## src/rtl/fir_filter_overlap_add_macros.svh

```systemverilog
// Assertion helpers for the top-level RTL.
`ifndef FIR_FILTER_OVERLAP_ADD_MACROS_SVH
`define FIR_FILTER_OVERLAP_ADD_MACROS_SVH

// Same-cycle implication, disabled while reset is asserted.
`define FOLA_ASSERT_IMP(lbl, clk, rst_n, ante, cons, msg) \
  lbl: assert property (@(posedge clk) disable iff (!rst_n) (ante) |-> (cons)) \
    else $error(msg);

// Next-cycle implication, disabled while reset is asserted.
`define FOLA_ASSERT_NXT(lbl, clk, rst_n, ante, cons, msg) \
  lbl: assert property (@(posedge clk) disable iff (!rst_n) (ante) |=> (cons)) \
    else $error(msg);

`endif

```

## src/rtl/fir_ola_pkg.sv

```systemverilog
`default_nettype none

package fir_ola_pkg;

  localparam int DATA_W      = 16;
  localparam int TAP_IDX_W   = 6;
  localparam int TAP_CNT_W   = 7;
  localparam int ACC_W       = 41;  // holds 512 full-scale products
  localparam int PROD_W      = 2 * DATA_W;
  localparam int ROUND_SHIFT = DATA_W - 1;

  localparam logic [TAP_CNT_W-1:0] TAP_COUNT_RST = TAP_CNT_W'(64);
  localparam logic [TAP_CNT_W-1:0] WARM_MAX      = TAP_CNT_W'(127);

  localparam logic signed [ACC_W-1:0] RND_HALF = ACC_W'(1 << (ROUND_SHIFT - 1));
  localparam logic signed [ACC_W-1:0] SAT_HI   = ACC_W'(1 << 30);
  localparam logic signed [ACC_W-1:0] SAT_LO   = -ACC_W'(1 << 30);

  localparam logic signed [DATA_W-1:0] OUT_MAX = 16'sh7FFF;
  localparam logic signed [DATA_W-1:0] OUT_MIN = 16'sh8000;

  // request action codes
  localparam logic ACT_FILTER = 1'b0;
  localparam logic ACT_LOAD   = 1'b1;

  // register word index (paddr[2])
  localparam logic REG_TAP_COUNT = 1'b0;

  typedef enum logic [2:0] {
    ST_CLEAR,
    ST_IDLE,
    ST_RUN,
    ST_DRAIN,
    ST_DONE
  } fola_state_e;

  typedef struct packed {
    logic valid;
    logic first;
    logic last;
  } mac_ctrl_t;

  typedef struct packed {
    logic done;
  } mac_stat_t;

endpackage

`default_nettype wire

```

## src/rtl/fir_ola_req_if.sv

```systemverilog
`default_nettype none

interface fir_ola_req_if;
  logic                                       valid;
  logic                                       ready;
  logic                                       action;
  logic        [fir_ola_pkg::TAP_IDX_W-1:0]   tap_index;
  logic signed [fir_ola_pkg::DATA_W-1:0]      value;

  modport source (output valid, action, tap_index, value, input ready);
  modport sink   (input valid, action, tap_index, value, output ready);
endinterface

`default_nettype wire

```

## src/rtl/fir_ola_res_if.sv

```systemverilog
`default_nettype none

interface fir_ola_res_if;
  logic                                  valid;
  logic                                  ready;
  logic signed [fir_ola_pkg::DATA_W-1:0] filtered;

  modport source (output valid, filtered, input ready);
  modport sink   (input valid, filtered, output ready);
endinterface

`default_nettype wire

```

## src/rtl/fir_ola_mac.sv

```systemverilog
`default_nettype none

// Multiply, accumulate, then round to Q1.15 and saturate.
module fir_ola_mac (
  input  logic                                  clk_i,
  input  logic                                  rst_ni,
  input  fir_ola_pkg::mac_ctrl_t                ctrl_i,
  input  logic signed [fir_ola_pkg::DATA_W-1:0] coef_i,
  input  logic signed [fir_ola_pkg::DATA_W-1:0] smp_i,
  output fir_ola_pkg::mac_stat_t                stat_o,
  output logic signed [fir_ola_pkg::DATA_W-1:0] filtered_o
);

  logic signed [fir_ola_pkg::PROD_W-1:0] prod_q;
  fir_ola_pkg::mac_ctrl_t                c1_q;
  logic signed [fir_ola_pkg::ACC_W-1:0]  acc_q, acc_d;
  logic signed [fir_ola_pkg::ACC_W-1:0]  rnd;
  logic                                  done_q;

  always_ff @(posedge clk_i or negedge rst_ni) begin
    if (!rst_ni) begin
      c1_q   <= '0;
      done_q <= 1'b0;
    end else begin
      c1_q   <= ctrl_i;
      done_q <= c1_q.valid & c1_q.last;
    end
  end

  always_ff @(posedge clk_i) begin
    prod_q <= coef_i * smp_i;
    if (c1_q.valid) begin
      acc_q <= acc_d;
    end
  end

  always_comb begin
    if (c1_q.first) begin
      acc_d = fir_ola_pkg::ACC_W'(prod_q);
    end else begin
      acc_d = acc_q + fir_ola_pkg::ACC_W'(prod_q);
    end
  end

  // add half an LSB, floor, clip to the Q1.15 range
  assign rnd = acc_q + fir_ola_pkg::RND_HALF;

  always_comb begin
    if (rnd >= fir_ola_pkg::SAT_HI) begin
      filtered_o = fir_ola_pkg::OUT_MAX;
    end else if (rnd < fir_ola_pkg::SAT_LO) begin
      filtered_o = fir_ola_pkg::OUT_MIN;
    end else begin
      filtered_o = rnd[fir_ola_pkg::ROUND_SHIFT + fir_ola_pkg::DATA_W - 1:
                       fir_ola_pkg::ROUND_SHIFT];
    end
  end

  assign stat_o.done = done_q;

endmodule

`default_nettype wire

```

## src/rtl/fir_filter_overlap_add.sv

```systemverilog
// Direct-form FIR filter, Q1.15 in and out, up to MAX_TAPS taps. A request with
// action 1 loads one coefficient; one with action 0 pushes a sample into the
// history and, once the filter has warmed up (the first active taps - 1
// samples give no result), returns the rounded, saturated sum of coefficient
// times delayed sample. Coefficients and history sit in two single-port-write,
// registered-read memories; one multiply-accumulate per tap per cycle, so a
// filtering sample occupies the block until the read-multiply-accumulate walk
// over the memories is done and its result is in the output register. After
// a load or a warm-up sample the block stays idle for the next request. After
// reset a clearing pass zeroes both memories before the first request is
// taken; tap_count may be written meanwhile. A finished result waits in an
// output register and the next request is taken while it does.
`default_nettype none

module fir_filter_overlap_add #(
  parameter int MAX_TAPS = 64
) (
  input  logic                 clk_i,
  input  logic                 rst_ni,
  fir_ola_req_if.sink          smp_i,
  fir_ola_res_if.source        res_o,
  input  logic                 psel,
  input  logic                 penable,
  input  logic                 pwrite,
  input  logic [2:0]           paddr,
  input  logic [31:0]          pwdata,
  output logic [31:0]          prdata,
  output logic                 pready
);

`include "fir_filter_overlap_add_macros.svh"

  localparam int PW = (MAX_TAPS > 1) ? $clog2(MAX_TAPS) : 1;
  localparam logic [PW-1:0] LAST_IDX = PW'(MAX_TAPS - 1);

  // ---------------------------------------------------------------------------
  // Register port
  // ---------------------------------------------------------------------------
  logic [fir_ola_pkg::TAP_CNT_W-1:0] tap_count_q;
  logic                              cfg_we;

  assign pready = 1'b1;
  assign cfg_we = psel & penable & pwrite & pready &
                  (paddr[2] == fir_ola_pkg::REG_TAP_COUNT);

  always_ff @(posedge clk_i or negedge rst_ni) begin
    if (!rst_ni) begin
      tap_count_q <= fir_ola_pkg::TAP_COUNT_RST;
    end else if (cfg_we) begin
      tap_count_q <= pwdata[fir_ola_pkg::TAP_CNT_W-1:0];
    end
  end

  always_comb begin
    if (paddr[2] == fir_ola_pkg::REG_TAP_COUNT) begin
      prdata = 32'(tap_count_q);
    end else begin
      prdata = '0;
    end
  end

  // Last active tap index: a count of zero acts as one tap, a count above
  // the store depth as the full store.
  logic [PW-1:0] taps_m1;

  always_comb begin
    if (tap_count_q == '0) begin
      taps_m1 = '0;
    end else if (32'(tap_count_q) > 32'(MAX_TAPS)) begin
      taps_m1 = LAST_IDX;
    end else begin
      taps_m1 = PW'(32'(tap_count_q) - 32'd1);
    end
  end

  // ---------------------------------------------------------------------------
  // Sequencer
  // ---------------------------------------------------------------------------
  fir_ola_pkg::fola_state_e state_q, state_d;
  fir_ola_pkg::mac_stat_t   mac_stat;

  logic          smp_acc, is_load, is_filter, warm_hold, out_free;
  logic          smp_ready, issue, clr_en, load_out;
  logic          out_valid_q;
  logic [PW-1:0] clr_q;
  logic [PW-1:0] wp_q, wp_nxt;
  logic [PW-1:0] rp_q;
  logic [PW-1:0] k_q;
  logic [fir_ola_pkg::TAP_CNT_W-1:0] warm_q;

  assign smp_acc   = smp_i.valid & smp_i.ready;
  assign is_load   = smp_i.action == fir_ola_pkg::ACT_LOAD;
  assign is_filter = smp_i.action == fir_ola_pkg::ACT_FILTER;
  assign warm_hold = 32'(warm_q) < 32'(taps_m1);
  assign out_free  = ~out_valid_q | res_o.ready;
  assign wp_nxt    = (wp_q == LAST_IDX) ? '0 : wp_q + 1'b1;

  always_comb begin
    state_d = state_q;
    case (state_q)
      fir_ola_pkg::ST_CLEAR: begin
        if (clr_q == LAST_IDX) begin
          state_d = fir_ola_pkg::ST_IDLE;
        end
      end
      fir_ola_pkg::ST_IDLE: begin
        if (smp_acc && is_filter && !warm_hold) begin
          state_d = fir_ola_pkg::ST_RUN;
        end
      end
      fir_ola_pkg::ST_RUN: begin
        if (k_q == taps_m1) begin
          state_d = fir_ola_pkg::ST_DRAIN;
        end
      end
      fir_ola_pkg::ST_DRAIN: begin
        if (mac_stat.done) begin
          state_d = fir_ola_pkg::ST_DONE;
        end
      end
      fir_ola_pkg::ST_DONE: begin
        if (out_free) begin
          state_d = fir_ola_pkg::ST_IDLE;
        end
      end
      default: begin
        state_d = fir_ola_pkg::ST_CLEAR;
      end
    endcase
  end

  always_comb begin
    smp_ready = 1'b0;
    issue     = 1'b0;
    clr_en    = 1'b0;
    load_out  = 1'b0;
    case (state_q)
      fir_ola_pkg::ST_CLEAR: clr_en    = 1'b1;
      fir_ola_pkg::ST_IDLE:  smp_ready = 1'b1;
      fir_ola_pkg::ST_RUN:   issue     = 1'b1;
      fir_ola_pkg::ST_DRAIN: ;
      fir_ola_pkg::ST_DONE:  load_out  = out_free;
      default: ;
    endcase
  end

  assign smp_i.ready = smp_ready;

  always_ff @(posedge clk_i or negedge rst_ni) begin
    if (!rst_ni) begin
      state_q <= fir_ola_pkg::ST_CLEAR;
      clr_q   <= '0;
      wp_q    <= '0;
      rp_q    <= '0;
      k_q     <= '0;
      warm_q  <= '0;
    end else begin
      state_q <= state_d;
      if (clr_en) begin
        clr_q <= clr_q + 1'b1;
      end
      if (smp_acc && is_filter) begin
        // newest sample goes one slot on; the walk starts there
        wp_q <= wp_nxt;
        rp_q <= wp_nxt;
        k_q  <= '0;
        if (warm_hold && (warm_q != fir_ola_pkg::WARM_MAX)) begin
          warm_q <= warm_q + 1'b1;
        end
      end else if (issue) begin
        rp_q <= (rp_q == '0) ? LAST_IDX : rp_q - 1'b1;
        k_q  <= k_q + 1'b1;
      end
    end
  end

  // ---------------------------------------------------------------------------
  // Coefficient and history memories. The history is a ring: wp_q holds the
  // newest sample and older ones sit at falling addresses. A sample written at
  // the accept edge is read back no earlier than the next cycle.
  // ---------------------------------------------------------------------------
  logic [fir_ola_pkg::DATA_W-1:0] coef_mem [MAX_TAPS];
  logic [fir_ola_pkg::DATA_W-1:0] hist_mem [MAX_TAPS];
  logic [fir_ola_pkg::DATA_W-1:0] coef_rd_q, hist_rd_q;
  logic [fir_ola_pkg::DATA_W-1:0] coef_wd, hist_wd;
  logic [PW-1:0]                  coef_wa, hist_wa;
  logic                           coef_we, hist_we, slot_ok;

  assign slot_ok = 32'(smp_i.tap_index) < 32'(MAX_TAPS);
  assign coef_we = clr_en | (smp_acc & is_load & slot_ok);
  assign coef_wa = clr_en ? clr_q : PW'(32'(smp_i.tap_index));
  assign coef_wd = clr_en ? '0 : smp_i.value;
  assign hist_we = clr_en | (smp_acc & is_filter);
  assign hist_wa = clr_en ? clr_q : wp_nxt;
  assign hist_wd = clr_en ? '0 : smp_i.value;

  always_ff @(posedge clk_i) begin
    if (coef_we) begin
      coef_mem[coef_wa] <= coef_wd;
    end
    coef_rd_q <= coef_mem[k_q];
  end

  always_ff @(posedge clk_i) begin
    if (hist_we) begin
      hist_mem[hist_wa] <= hist_wd;
    end
    hist_rd_q <= hist_mem[rp_q];
  end

  // Control travelling alongside the read data.
  fir_ola_pkg::mac_ctrl_t ctrl_q;

  always_ff @(posedge clk_i or negedge rst_ni) begin
    if (!rst_ni) begin
      ctrl_q <= '0;
    end else begin
      ctrl_q.valid <= issue;
      ctrl_q.first <= k_q == '0;
      ctrl_q.last  <= k_q == taps_m1;
    end
  end

  logic signed [fir_ola_pkg::DATA_W-1:0] mac_filtered;

  fir_ola_mac u_mac (
    .clk_i      (clk_i),
    .rst_ni     (rst_ni),
    .ctrl_i     (ctrl_q),
    .coef_i     (coef_rd_q),
    .smp_i      (hist_rd_q),
    .stat_o     (mac_stat),
    .filtered_o (mac_filtered)
  );

  // ---------------------------------------------------------------------------
  // Output register
  // ---------------------------------------------------------------------------
  logic signed [fir_ola_pkg::DATA_W-1:0] out_data_q;

  always_ff @(posedge clk_i or negedge rst_ni) begin
    if (!rst_ni) begin
      out_valid_q <= 1'b0;
    end else if (load_out) begin
      out_valid_q <= 1'b1;
    end else if (res_o.ready) begin
      out_valid_q <= 1'b0;
    end
  end

  always_ff @(posedge clk_i) begin
    if (load_out) begin
      out_data_q <= mac_filtered;
    end
  end

  assign res_o.valid    = out_valid_q;
  assign res_o.filtered = out_data_q;

  // ---------------------------------------------------------------------------
  // Assertions
  // ---------------------------------------------------------------------------
  `FOLA_ASSERT_IMP(a_done_in_drain, clk_i, rst_ni, mac_stat.done,
                   state_q == fir_ola_pkg::ST_DRAIN, "mac finished outside drain")
  `FOLA_ASSERT_IMP(a_clear_quiet, clk_i, rst_ni, state_q == fir_ola_pkg::ST_CLEAR,
                   !out_valid_q && !ctrl_q.valid, "activity during clearing pass")
  `FOLA_ASSERT_IMP(a_issue_bound, clk_i, rst_ni, issue, k_q <= taps_m1,
                   "tap walk beyond active taps")
  `FOLA_ASSERT_NXT(a_last_tagged, clk_i, rst_ni, issue && (k_q == taps_m1),
                   ctrl_q.valid && ctrl_q.last, "last tap not tagged")

endmodule

`default_nettype wire

```

## src/flat_wrapper.sv

```systemverilog
// flat-port wrapper written by rule: the top's interface ports become plain ports
module fir_filter_overlap_add_flat 
#(
  parameter int MAX_TAPS = 64
)
  (clk_i, rst_ni, psel, penable, pwrite, paddr, pwdata, prdata, pready, smp_i_valid, smp_i_action, smp_i_tap_index, smp_i_value, smp_i_ready, res_o_valid, res_o_filtered, res_o_ready);
  fir_ola_req_if smp_i_i ();
  fir_ola_res_if res_o_i ();
  input  logic clk_i;
  input  logic rst_ni;
  input  logic psel;
  input  logic penable;
  input  logic pwrite;
  input  logic [2:0] paddr;
  input  logic [31:0] pwdata;
  output logic [31:0] prdata;
  output logic pready;
  input wire logic [$bits(smp_i_i.valid)-1:0] smp_i_valid;
  input wire logic [$bits(smp_i_i.action)-1:0] smp_i_action;
  input wire logic [$bits(smp_i_i.tap_index)-1:0] smp_i_tap_index;
  input wire logic [$bits(smp_i_i.value)-1:0] smp_i_value;
  output wire logic [$bits(smp_i_i.ready)-1:0] smp_i_ready;
  output wire logic [$bits(res_o_i.valid)-1:0] res_o_valid;
  output wire logic [$bits(res_o_i.filtered)-1:0] res_o_filtered;
  input wire logic [$bits(res_o_i.ready)-1:0] res_o_ready;
  assign smp_i_i.valid = smp_i_valid;
  assign smp_i_i.action = smp_i_action;
  assign smp_i_i.tap_index = smp_i_tap_index;
  assign smp_i_i.value = smp_i_value;
  assign smp_i_ready = smp_i_i.ready;
  assign res_o_valid = res_o_i.valid;
  assign res_o_filtered = res_o_i.filtered;
  assign res_o_i.ready = res_o_ready;
  fir_filter_overlap_add #(.MAX_TAPS(MAX_TAPS)) u_core (.clk_i(clk_i), .rst_ni(rst_ni), .smp_i(smp_i_i), .res_o(res_o_i), .psel(psel), .penable(penable), .pwrite(pwrite), .paddr(paddr), .pwdata(pwdata), .prdata(prdata), .pready(pready));
endmodule
```

## config.mk

```make
export PLATFORM = sky130hd
export DESIGN_NAME = fir_filter_overlap_add_flat
export DESIGN_NICKNAME = d
export VERILOG_FILES = /design/src/rtl/fir_ola_pkg.sv /design/src/rtl/fir_ola_req_if.sv /design/src/rtl/fir_ola_res_if.sv /design/src/rtl/fir_ola_mac.sv /design/src/rtl/fir_filter_overlap_add.sv /design/src/flat_wrapper.sv
export VERILOG_INCLUDE_DIRS = /design/src /design/src/rtl
export SDC_FILE = /design/constraint.sdc
export NUM_CORES = 2
export LEC_CHECK = 0
export ABC_AREA = 1
export CORE_MARGIN = 1.5
export CORE_UTILIZATION = 49
export CTS_BUF_LIST = sky130_fd_sc_hd__clkbuf_16
export DETAILED_ROUTE_END_ITERATION = 8
export DONT_BUFFER_PORTS = 1
export PLACE_DENSITY = 0.67
export SLEW_MARGIN = 20
export SYNTH_ARGS = -nofsm -noshare
export SYNTH_HDL_FRONTEND = slang
export SYNTH_SLANG_ARGS = --single-unit
```

## constraint.sdc

```tcl
create_clock -name clk_i -period 5.6 [get_ports clk_i]
set_input_delay 0.84 -clock clk_i [delete_from_list [all_inputs] [get_ports clk_i]]
set_output_delay 0.84 -clock clk_i [all_outputs]
set_load 0.05 [all_outputs]
```

==> results.yml <==
outcome:
  outcome: "finished clean"
critical_path:
  critical_path_class: "flip-flop to flip-flop"
  r2r_slack_ns: 0.19
  r2r-end: "u_core.u_mac.prod_q[25]$_DFF_P_"
  critPathMaxFanout: 5
  end_kind: "flip-flop"
  worst_setup_path_start_kind: "flip-flop"
  r2r_start: "u_core.hist_rd_q[1]$_DFF_P_"
  cp.arrival_ns: 6.14
  required_ns: 6.34
  r2r_cells: 22
synthesis:
  yosys_warnings: 0
  synth_edf_count: 2105
  synth-seq-area-share_pct: 65.43
  synth_area_leaders: "edfxtp_1 (63%), o21ai_0 (5.8%), fa_1 (5.2%), nor2_1 (5.2%), nand2_1 (3.8%)"
  ys_ff_latch: 2218
  synthDistinctLibCells: 63
  synth.avg_cell_area_um2: 11.64
  syn_area_um2: 100400
  yosysTopAreaCell: "edfxtp_1"
  ys_dominant_reg_cell: "edfxtp_1"
  synthCells: 8631
  ys_async_sr_fraction_pct: 2.209
  synth_top_area_share_pct: 62.94
sta:
  finClkSkew_ns: 0.05914
  fmax_mhz: 184.9
  setup_viol: 0
  setup_slack_ns: 0.1913
  rsz0062_at_grt: "true"
  hold_violations: 0
  relSlewSlack_pct: 21.77
  period_share_pct: 96.58
  report.final.slew_viol_count: 0
  post-route-min-period_ns: 5.409
  worstMarginPinSlew_ns: 1.166
floorplanning:
  rows: 166
  die_area_um2: 207700
  start_util_pct: 49.19
  coreArea_um2: 204200
  die_w_um: 455.7
  die_h_um: 455.7
  ios: 116
place:
  postPlaceCellArea_um2: 104600
  place_inst: 11160
  dp_hpwl_mm: 159.0
  dp_slack_ns: -0.1334
  place_congestion: 0.8913
  portBuffers: 0
drt:
  route.final.wire_length_mm: 269.0
  drt.antenna.violating_nets: 0
  vias: 67880
  drt_iter0_markers: 8175
  drc: 0
  wire_per_inst_um: 23.25
  avgViaCountPerCell: 5.867
  drt_pre_antenna_iters: 6
finish:
  nNetsFinal: 9156
  drive_gt1_share_pct: 9.303
  fillerInstances: 16740
  areaGrowthSynthToFinish_pct: 11.62
  layout_common_cells: "edfxtp_1 (2105), nor2_1 (1366), o21ai_0 (1155)"
  layout_commonest_cell: "edfxtp_1"
  final_cell_area_um2: 112100
  utilization_pct: 54.91
  stdcell_count: 11570
clock_network:
  cts_buffer_depth: 3
  cts_tree: "done"
  cts_buffers: 216
  cts.sink_count: 2218
  h-tree-depth: 4
  cts_root_buffer: "clkbuf_16"
  clock_latency_ns: 0.87
  clkTransAtPathRegs_ns: 0.06
grt:
  grt_util_all_layers_pct: 25.43
  antenna_found_initial: 4
  grt_max_degree: 179
  grt_pass1_wl_mm: 404.0
  overflow: 0
  grt_pass1_vias: 65650
worst_hold_path:
  min_delay_worst_endpoint: "u_core.tap_count_q[6]$_DFFE_PN1P_"
  worstHoldPathCells: 2
  min-delay-start: "pwdata[6]"
  hp-class: "input port to flip-flop"
flow_run:
  max_cap_viol_count: 0
## cell usage after synthesis, types with 48 or more instances
library cell	instances
nand4_1	66
dfxtp_1	64
nand2_1	1019
ha_1	138
edfxtp_1	2105
o21ai_0	1162
o22ai_1	432
nand3_1	203
dfrtp_1	48
nor2_1	1391
clkbuf_1	384
buf_2	83
fa_1	263
xor2_1	49
inv_1	635
o221ai_1	74
a21oi_1	140
## cell families after synthesis
family,Yosys count,share of synthesized area [%]
AND/OR/NAND/NOR,2799,11.26
XOR/XNOR,73,0.6441
adder cells (fa/ha/maj),401,6.961
flip-flops,2218,65.43
other,2,0.007477
buffers and inverters,1174,4.680
AO/OA/AOI/OAI,1964,11.01
## state kept, by name, indices dropped and copies added (netlist names), 6 cells and up
signal / flops
u_core.wp_q: 6
u_core.tap_count_q: 7
u_core.rp_q: 6
u_core.coef_rd_q: 16
u_core.res_o.filtered: 16
u_core.k_q: 6
u_core.clr_q: 6
u_core.u_mac.acc_q: 41
u_core.hist_mem: 1024
u_core.warm_q: 7
u_core.coef_mem: 1024
u_core.u_mac.prod_q: 32
u_core.hist_rd_q: 16
## per-layer routing
layer  track usage (%)  vias up  wire length (um)
li1                  -    30510                 -
met4             10.20        0             11250
met3             3.741      507             22310
met2             41.11     3137            127100
met5                 0        -                 0
met1             34.73    33730            108400
## final cells by class
type / instances / area (um2) / share of cell area, %
Timing Repair Buffer: 342 / 2853 / 2.545
Tap cell: 2688 / 3363 / 3.000
Clock inverter: 187 / 1573 / 1.403
Inverter: 649 / 2464 / 2.198
Multi-Input combinational cell: 5263 / 30560 / 27.26
Clock buffer: 220 / 5505 / 4.911
Sequential cell: 2218 / 65780 / 58.68
Antenna cell: 4 / 10.01 / 0.008929
## critical path, stage by stage, from the launching register on
cell     delay (ns)
dfxtp_4        0.37
nand2_2        0.08
inv_2          0.05
buf_4          0.12
fa_1           0.47
inv_1          0.05
fa_1           0.50
fa_1           0.52
inv_1          0.06
fa_1           0.49
fa_1           0.49
inv_1          0.05
fa_1           0.51
inv_1          0.05
ha_1           0.30
buf_4          0.16
nand2_1        0.10
o21ai_2        0.09
a21oi_2        0.22
nand3_2        0.15
a21o_1         0.22
buf_4          0.13
xor2_1         0.13
## how the worst max path moves through the flow
stage | to | startpoint | depth (start not counted) | slack [ns]
global placement | u_core.u_mac.prod_q[30]$_DFF_P_ | u_core.hist_rd_q[4]$_DFF_P_ | 18 | -0.12
floorplan | u_core.u_mac.prod_q[28]$_DFF_P_ | u_core.coef_rd_q[15]$_DFF_P_ | 17 | 0.03
CTS | u_core.u_mac.prod_q[31]$_DFF_P_ | u_core.coef_rd_q[15]$_DFF_P_ | 20 | 0.009
finish | u_core.u_mac.prod_q[25]$_DFF_P_ | u_core.hist_rd_q[1]$_DFF_P_ | 22 | 0.19
global route | u_core.u_mac.prod_q[30]$_DFF_P_ | u_core.coef_rd_q[15]$_DFF_P_ | 19 | -0.06
detailed placement | u_core.u_mac.prod_q[30]$_DFF_P_ | u_core.coef_rd_q[15]$_DFF_P_ | 19 | -0.13
## stage by stage
| stage | TNS, ns | hold slack [ns] |
|---|---|---|
| 2_1_floorplan | 0 | 0.3312 |
| 3_3_place_gp | -0.1740 | 0.3332 |
| 3_5_place_dp | -0.3745 | 0.3347 |
| 4_1_cts | 0 | 0.08249 |
| 5_1_grt | -0.1650 | 0.1262 |
| 6_report | 0 | 0.1119 |
## repair_timing
action | in CTS | in global routing
hold endpoints to repair | 49 | 0
hold buffers | 2 | 0
setup buffers | 1 | 2
gates cloned | 0 | 0
pin swaps | 2 | 8
setup endpoints to repair | 6 | 17
resized for setup | 14 | 68
Power is left out: the tool's default activity adds up to more than one toggle a clock period on the data nets, which glitch-free logic cannot reach.
